## src/rtl/assert_macros.svh

```systemverilog
// Assertion macros shared by the RTL; they assume a clock clk and an active-low reset rst_n.
`ifndef ASSERT_MACROS_SVH
`define ASSERT_MACROS_SVH

// Same-cycle implication.
`define ASSERT_NOW(label, ante, cons, msg) \
  label: assert property (@(posedge clk) disable iff (!rst_n) (ante) |-> (cons)) \
    else $error(msg);

// Next-cycle implication.
`define ASSERT_NEXT(label, ante, cons, msg) \
  label: assert property (@(posedge clk) disable iff (!rst_n) (ante) |=> (cons)) \
    else $error(msg);

`endif

```

## src/rtl/cossim_pkg.sv

```systemverilog
// Types and fixed constants of the cosine similarity core.
package cossim_pkg;

  localparam int ELEM_W     = 16;              // element width, Q1.15
  localparam int SIM_W      = 16;              // result width, Q1.15
  localparam int ROOT_BITS  = 16;              // bits of the quotient search
  localparam int ROOT_SHIFT = 2 * (ROOT_BITS - 1);

  localparam logic [ROOT_BITS-1:0] POS_LIMIT = 16'h7FFF;  // +0.99997
  localparam logic [ROOT_BITS-1:0] NEG_LIMIT = 16'h8000;  // magnitude of -1.0

  typedef struct packed {
    logic signed [ELEM_W-1:0] a_elem;
    logic signed [ELEM_W-1:0] b_elem;
    logic                     last_elem;
  } in_item_t;

  typedef struct packed {
    logic signed [SIM_W-1:0] similarity;
    logic                    zero_norm;
  } out_item_t;

endpackage

```

## src/rtl/cosine_similarity_core.sv

```systemverilog
// Cosine similarity core: streamed dot product and norms, then an iterative root/divide.
//
// Element pairs (a, b) arrive as signed Q1.15, one per item. Ordinary items are
// taken every cycle and fold a*b, a*a and b*b into three ACC_WIDTH-bit
// accumulators that wrap on overflow. The item marked last is folded in too,
// then the core stalls its input while one shared (2*ACC_WIDTH+32)-bit adder,
// stepped by a small sequencer, forms na*nb and dot^2 by shift-and-add
// and then searches the 16-bit quotient q with q^2*na*nb <= 2^30*dot^2,
// one bit per trial step. The result is dot/sqrt(na*nb) in Q1.15,
// truncated toward zero and saturated to [-32768, 32767]; a zero norm gives
// 0 with zero_norm set. Accumulators clear in the norm check, before the
// result is formed. The result sits in an output register, so the next
// vector may stream in while it waits to be taken.
`include "assert_macros.svh"

module cosine_similarity_core
  import cossim_pkg::*;
#(
  parameter int ACC_WIDTH = 48
) (
  input  logic      clk,
  input  logic      rst_n,
  input  logic      in_valid,
  output logic      in_stall,
  input  in_item_t  in_data,
  output logic      out_valid,
  input  logic      out_stall,
  output out_item_t out_data
);

  localparam int W     = 2 * ACC_WIDTH + 2 * ROOT_BITS;  // root datapath width
  localparam int CNT_W = $clog2(ACC_WIDTH);
  localparam int PROD_W = 2 * ELEM_W;

  // sequencer states
  localparam logic [2:0] ST_IDLE   = 3'd0;
  localparam logic [2:0] ST_CHECK  = 3'd1;
  localparam logic [2:0] ST_MULP   = 3'd2;
  localparam logic [2:0] ST_MULR   = 3'd3;
  localparam logic [2:0] ST_TRIPLE = 3'd4;
  localparam logic [2:0] ST_TRIAL  = 3'd5;
  localparam logic [2:0] ST_UPDATE = 3'd6;
  localparam logic [2:0] ST_FINISH = 3'd7;

  logic [2:0]           state_r, state_nxt;
  logic [ACC_WIDTH-1:0] dot_acc_r, dot_acc_nxt;
  logic [ACC_WIDTH-1:0] norm_a_acc_r, norm_a_acc_nxt;
  logic [ACC_WIDTH-1:0] norm_b_acc_r, norm_b_acc_nxt;
  logic                 out_valid_r, out_valid_nxt;
  out_item_t            out_data_r, out_data_nxt;

  // root datapath
  logic [ACC_WIDTH-1:0] x_r, x_nxt;        // multiplicand
  logic [ACC_WIDTH-1:0] y_r, y_nxt;        // multiplier, MSB first
  logic [ACC_WIDTH-1:0] mag_r, mag_nxt;    // |dot|
  logic                 neg_r, neg_nxt;
  logic                 zero_r, zero_nxt;
  logic [W-1:0]         work_r, work_nxt;  // shift-add partial product
  logic [W-1:0]         d_r, d_nxt;        // 2^30*dot^2 less accepted lhs
  logic [W-1:0]         u_r, u_nxt;        // lhs increment for the trial bit
  logic [W-1:0]         p4_r, p4_nxt;      // (P << 2k) / 4
  logic [W-1:0]         p34_r, p34_nxt;    // 3 * (P << 2k) / 4
  logic [ROOT_BITS-1:0] q_r, q_nxt;
  logic                 take_r, take_nxt;
  logic [CNT_W-1:0]     cnt_r, cnt_nxt;

  // shared adder
  logic [W-1:0] add_a, add_b;
  logic         add_cin;
  logic [W-1:0] add_sum;
  logic         add_co;

  // element products
  logic signed [PROD_W-1:0] prod_ab, prod_aa, prod_bb;
  logic [ACC_WIDTH-1:0]     ext_ab, ext_aa, ext_bb;

  logic [ROOT_BITS-1:0] q_sat;
  logic [SIM_W-1:0]     sim_val;

  assign prod_ab = in_data.a_elem * in_data.b_elem;
  assign prod_aa = in_data.a_elem * in_data.a_elem;
  assign prod_bb = in_data.b_elem * in_data.b_elem;
  assign ext_ab  = ACC_WIDTH'(prod_ab);
  assign ext_aa  = ACC_WIDTH'(prod_aa);
  assign ext_bb  = ACC_WIDTH'(prod_bb);

  assign {add_co, add_sum} = {1'b0, add_a} + {1'b0, add_b} + (W + 1)'(add_cin);

  // saturate and apply the sign
  always_comb begin
    q_sat   = q_r;
    sim_val = '0;
    if (neg_r) begin
      if (q_r > NEG_LIMIT) q_sat = NEG_LIMIT;
      sim_val = SIM_W'(ROOT_BITS'(0) - q_sat);
    end else begin
      if (q_r > POS_LIMIT) q_sat = POS_LIMIT;
      sim_val = SIM_W'(q_sat);
    end
  end

  assign in_stall  = (state_r != ST_IDLE);
  assign out_valid = out_valid_r;
  assign out_data  = out_data_r;

  always_comb begin
    state_nxt      = state_r;
    dot_acc_nxt    = dot_acc_r;
    norm_a_acc_nxt = norm_a_acc_r;
    norm_b_acc_nxt = norm_b_acc_r;
    out_valid_nxt  = out_valid_r;
    out_data_nxt   = out_data_r;
    x_nxt          = x_r;
    y_nxt          = y_r;
    mag_nxt        = mag_r;
    neg_nxt        = neg_r;
    zero_nxt       = zero_r;
    work_nxt       = work_r;
    d_nxt          = d_r;
    u_nxt          = u_r;
    p4_nxt         = p4_r;
    p34_nxt        = p34_r;
    q_nxt          = q_r;
    take_nxt       = take_r;
    cnt_nxt        = cnt_r;
    add_a          = '0;
    add_b          = '0;
    add_cin        = 1'b0;

    if (out_valid_r && !out_stall) out_valid_nxt = 1'b0;

    case (state_r)
      ST_IDLE: begin
        if (in_valid) begin
          dot_acc_nxt    = dot_acc_r + ext_ab;
          norm_a_acc_nxt = norm_a_acc_r + ext_aa;
          norm_b_acc_nxt = norm_b_acc_r + ext_bb;
          if (in_data.last_elem) state_nxt = ST_CHECK;
        end
      end
      ST_CHECK: begin
        neg_nxt        = dot_acc_r[ACC_WIDTH-1];
        mag_nxt        = dot_acc_r[ACC_WIDTH-1] ? (ACC_WIDTH'(0) - dot_acc_r) : dot_acc_r;
        dot_acc_nxt    = '0;
        norm_a_acc_nxt = '0;
        norm_b_acc_nxt = '0;
        q_nxt          = '0;
        x_nxt          = norm_a_acc_r;
        y_nxt          = norm_b_acc_r;
        work_nxt       = '0;
        cnt_nxt        = '0;
        if (norm_a_acc_r == '0 || norm_b_acc_r == '0) begin
          zero_nxt  = 1'b1;
          state_nxt = ST_FINISH;
        end else begin
          zero_nxt  = 1'b0;
          state_nxt = ST_MULP;
        end
      end
      ST_MULP, ST_MULR: begin
        add_a    = work_r << 1;
        add_b    = y_r[ACC_WIDTH-1] ? W'(x_r) : '0;
        work_nxt = add_sum;
        y_nxt    = y_r << 1;
        cnt_nxt  = cnt_r + CNT_W'(1);
        if (cnt_r == CNT_W'(ACC_WIDTH - 1)) begin
          work_nxt = '0;
          cnt_nxt  = '0;
          if (state_r == ST_MULP) begin
            // P = na*nb; first trial increment is P << 30
            u_nxt     = add_sum << ROOT_SHIFT;
            p4_nxt    = add_sum << (ROOT_SHIFT - 2);
            x_nxt     = mag_r;
            y_nxt     = mag_r;
            state_nxt = ST_MULR;
          end else begin
            d_nxt     = add_sum << ROOT_SHIFT;
            state_nxt = ST_TRIPLE;
          end
        end
      end
      ST_TRIPLE: begin
        add_a     = p4_r;
        add_b     = p4_r << 1;
        p34_nxt   = add_sum;
        cnt_nxt   = CNT_W'(ROOT_BITS - 1);
        state_nxt = ST_TRIAL;
      end
      ST_TRIAL: begin
        // d - u, carry out means the trial bit fits
        add_a    = d_r;
        add_b    = ~u_r;
        add_cin  = 1'b1;
        take_nxt = add_co;
        if (add_co) d_nxt = add_sum;
        q_nxt = {q_r[ROOT_BITS-2:0], add_co};
        state_nxt = (cnt_r == '0) ? ST_FINISH : ST_UPDATE;
      end
      ST_UPDATE: begin
        // u' = u/2 + 3Ps/4 after a taken bit, u/2 - Ps/4 otherwise
        add_a     = u_r >> 1;
        add_b     = take_r ? p34_r : ~p4_r;
        add_cin   = ~take_r;
        u_nxt     = add_sum;
        p4_nxt    = p4_r >> 2;
        p34_nxt   = p34_r >> 2;
        cnt_nxt   = cnt_r - CNT_W'(1);
        state_nxt = ST_TRIAL;
      end
      ST_FINISH: begin
        if (!out_valid_r || !out_stall) begin
          out_data_nxt.similarity = zero_r ? '0 : sim_val;
          out_data_nxt.zero_norm  = zero_r;
          out_valid_nxt           = 1'b1;
          state_nxt               = ST_IDLE;
        end
      end
      default: begin
        state_nxt = ST_IDLE;
      end
    endcase
  end

  always_ff @(posedge clk) begin
    if (!rst_n) begin
      state_r      <= ST_IDLE;
      dot_acc_r    <= '0;
      norm_a_acc_r <= '0;
      norm_b_acc_r <= '0;
      out_valid_r  <= 1'b0;
    end else begin
      state_r      <= state_nxt;
      dot_acc_r    <= dot_acc_nxt;
      norm_a_acc_r <= norm_a_acc_nxt;
      norm_b_acc_r <= norm_b_acc_nxt;
      out_valid_r  <= out_valid_nxt;
    end
  end

  always_ff @(posedge clk) begin
    out_data_r <= out_data_nxt;
    x_r        <= x_nxt;
    y_r        <= y_nxt;
    mag_r      <= mag_nxt;
    neg_r      <= neg_nxt;
    zero_r     <= zero_nxt;
    work_r     <= work_nxt;
    d_r        <= d_nxt;
    u_r        <= u_nxt;
    p4_r       <= p4_nxt;
    p34_r      <= p34_nxt;
    q_r        <= q_nxt;
    take_r     <= take_nxt;
    cnt_r      <= cnt_nxt;
  end

  // a last item always hands over to the norm check
  `ASSERT_NEXT(a_last_starts_check, in_valid && !in_stall && in_data.last_elem, state_r == ST_CHECK, "last item did not start the result sequence")
  // a result only appears from the finish step
  `ASSERT_NEXT(a_valid_from_finish, !out_valid_r && state_r != ST_FINISH, !out_valid_r, "result raised outside the finish step")
  // accumulators are empty once a vector has been closed
  `ASSERT_NEXT(a_acc_cleared, state_r == ST_CHECK, dot_acc_r == '0 && norm_a_acc_r == '0 && norm_b_acc_r == '0, "accumulators not cleared after last item")
  // a zero norm result carries zero similarity
  `ASSERT_NOW(a_zero_norm_value, out_valid_r && out_data_r.zero_norm, out_data_r.similarity == '0, "zero norm result with non-zero similarity")

endmodule
```

## config.mk

```make
export PLATFORM = sky130hd
export DESIGN_NAME = cosine_similarity_core
export DESIGN_NICKNAME = d
export VERILOG_FILES = /design/src/rtl/cossim_pkg.sv /design/src/rtl/cosine_similarity_core.sv
export VERILOG_INCLUDE_DIRS = /design/src /design/src/rtl
export SDC_FILE = /design/constraint.sdc
export NUM_CORES = 2
export LEC_CHECK = 0
export BUFFER_PORTS_ARGS = -buffer_cell sky130_fd_sc_hd__buf_2
export CAP_MARGIN = 40
export CORE_MARGIN = 2
export CORE_UTILIZATION = 50
export DETAILED_ROUTE_END_ITERATION = 7
export PLACE_DENSITY = 0.65
export SYNTH_ARGS = -nofsm -noshare
export SYNTH_HDL_FRONTEND = slang
export SYNTH_SLANG_ARGS = --single-unit
```

## constraint.sdc

```tcl
create_clock -name clk -period 57.3 [get_ports clk]
set_input_delay 14.325 -clock clk [delete_from_list [all_inputs] [get_ports clk]]
set_output_delay 14.325 -clock clk [all_outputs]
set_load 0.02 [all_outputs]
```

==> impl_metrics.yaml <==
global_routing:
  grt_pass1_vias: 71800
  grtUsageTotal: 0.304
  grt_max_degree: 167
  grt_pass1_wl_mm: 427
  antenna_found_initial: 3
  grt_remaining_overflow: 0
clocking:
  post-cts-setup-buffers: 0
  hold_buffers: 0
  cts_tree: "done"
  clock_path_buffers: 3
  cts_max_level: 3
  clock-sinks: 973
  cts.repair.resized: 0
  clock_latency_ns: 0.77
  cts_buffers: 106
  cts_root_buf: "clkbuf_16"
  clk_pin_slew_ns: 0.06
final_layout:
  syn_to_final_growth_pct: 7.16
  regArea_mm2: 0.0277
  nFillCells: 16100
  multi_input_area_mm2: 0.0551
  fin_nets: 10800
  drive_gt1_frac: 0.0474
setup_path:
  required_ns: 57.94
  crit_arrival_ns: 24.49
  reg2reg_slack_ns: 47.86
  path_max_fanout: 28
  end_kind: "flop"
  critical_path.slowest_cell: "clkinv_1"
  cp_slowest_stage_delay_ns: 0.65
  crit_top_cell: "fa_1"
  worstSetupPathType: "in2reg"
  worstSetupStartpointType: "primary input"
yosys:
  syn_avg_cell_area_um2: 9.15
  synthArstFlopShare: 0
  ys_types: 81
  synth_top_cell_by_area: "edfxtp_1"
  synth_nets: 11000
  netlist_area_mm2: 0.0885
  synth_common_cells: "nand2_1, inv_1, edfxtp_1"
  synth_cells: 9675
  synthTopCellsByArea: "edfxtp_1, fa_1, ha_1"
  synth_top_flop_cell: "edfxtp_1"
  synth_seq_cells: 973
  ys_seq_area_frac: 0.313
  synth_most_common_cell: "nand2_1"
  yosys_warnings: 0
  synth-edff-count: 825
  synth_top_area_frac: 0.280
sta:
  clock_skew_ns: 0.0408
  worst_pin_slew_ns: 1.18
  rsz0062_at_grt: "no"
  setup_violations: 0
  finalCriticalPeriod_ns: 23.85
  finalMaxSlewViolations: 0
  setup_tns_ns: 0
  maxSlewHeadroom: 0.215
  finalCritPeriodShare: 0.416
  hold_viol: 0
  fmax_mhz: 41.9
drt:
  wl_per_cell_um: 23.3
  vias: 71600
  drtPass1Iterations: 6
  drt_wl_total_mm: 277
  drc_errors: 0
  ant_nets: 0
  avgViaCountPerCell: 6.02
  drtIter0Drc: 6539
die:
  core_mm2: 0.176
  initial_core_util: 0.503
  die_w_um: 425
  design.die.area_mm2: 0.180
  rows: 154
  io_pins: 56
  fp.dieH_um: 425
outcome:
  status: "completed"
place:
  io_buffers: 55
  gp_congestion: 0.986
  hpwlAfterDp_mm: 201
flow_run:
  maxCapViolations: 0
worst_hold_path:
  hold_path_class: "reg2reg"
state kept, by name, indices dropped and copies added (netlist names), 3 cells and up:
signal / flops
d_r: 128
p34_r: 128
p4_r: 128
u_r: 128
work_r: 127
dot_acc_r: 48
mag_r: 48
norm_a_acc_r: 48
norm_b_acc_r: 48
x_r: 48
y_r: 48
out_data: 17
q_r: 16
cnt_r: 6
state_r: 3
worst max-delay path: cells and delay by family:
kind                       cells  cell delay (ns)
buffers and inverters          5             1.39
AOI/OAI and AO/OA             13             3.30
adders and majority gates      8             3.39
and+or+nand+nor                7             1.59
xor gates and xnor gates       3             0.46
placed cells by master, fill, tap and decap left out, types with 49 or more instances in the layout:
cell type / netlist / final
nand2_1: 1239 / 1234
inv_1: 1023 / 1020
edfxtp_1: 825 / 825
nor2_1: 769 / 764
fa_1: 732 / 732
a21oi_1: 705 / 704
o21ai_0: 573 / 573
ha_1: 540 / 540
a21o_1: 309 / 309
xnor2_1: 289 / 288
and2_1: 242 / 240
mux2i_1: 209 / 209
nand3_1: 162 / 162
dfxtp_1: 148 / 146
a22oi_1: 144 / 144
xor2_1: 125 / 125
o21bai_1: 119 / 119
buf_4: 0 / 119
clkbuf_16: 0 / 108
o22a_1: 87 / 87
nor2b_1: 76 / 75
nand4_1: 72 / 72
and3_1: 67 / 67
nor3_1: 66 / 64
buf_2: 1 / 58
o221ai_1: 54 / 54
o21a_1: 50 / 50
nand2b_1: 50 / 49
metrics by stage:
step                      cell area, um2  setup WS, ns  hold WS (ns)  utilization  instances
after floorplan                    88500         33.41         0.442            -       9675
after global placement             90800         32.93         0.494        0.516      11700
after detailed placement           91200         32.82         0.497        0.518      11700
after CTS                          94800         33.60         0.506        0.539      11900
after global routing               94800         32.92         0.531        0.539      11900
final                              94900         33.45         0.508        0.539      11900
cells by family after synthesis:
logic type,share of synthesized area
AOI/OAI and AO/OA,0.167
xor gates and xnor gates,0.0410
adders and majority gates,0.242
buffers and inverters,0.0659
DFF,0.313
muxes,0.0244
and+or+nand+nor,0.146
routing by layer:
| layer | wire length (um) | vias up | global-route usage |
|---|---|---|---|
| li1 | - | 32700 | - |
| met1 | 115000 | 35400 | 0.402 |
| met2 | 130000 | 2855 | 0.502 |
| met3 | 18700 | 581 | 0.0343 |
| met4 | 14200 | 2 | 0.140 |
| met5 | 13 | - | 0 |
path summary, 6_finish.rpt:
check              startpoint          endpoint  cells after the start
max reg2reg        state_r[2]            d_r[3]                     25
min reg2reg  norm_a_acc_r[41]  norm_a_acc_r[41]                      2
max                in_data[4]  norm_b_acc_r[47]                     36
min          norm_a_acc_r[41]  norm_a_acc_r[41]                      2
cell type report:
cell class / instances / area share
flip-flops and latches: 973 / 0.293
repair buffers: 194 / 0.0161
clock inverters: 76 / 0.00959
clock buffers: 123 / 0.0291
inverters: 1031 / 0.0410
diodes: 5 / 0.000132
well taps: 2340 / 0.0309
multi-input cells: 7148 / 0.581
Power is not shown: default switching activity piles up to over one toggle a cycle in this logic, so the estimate is an artifact.
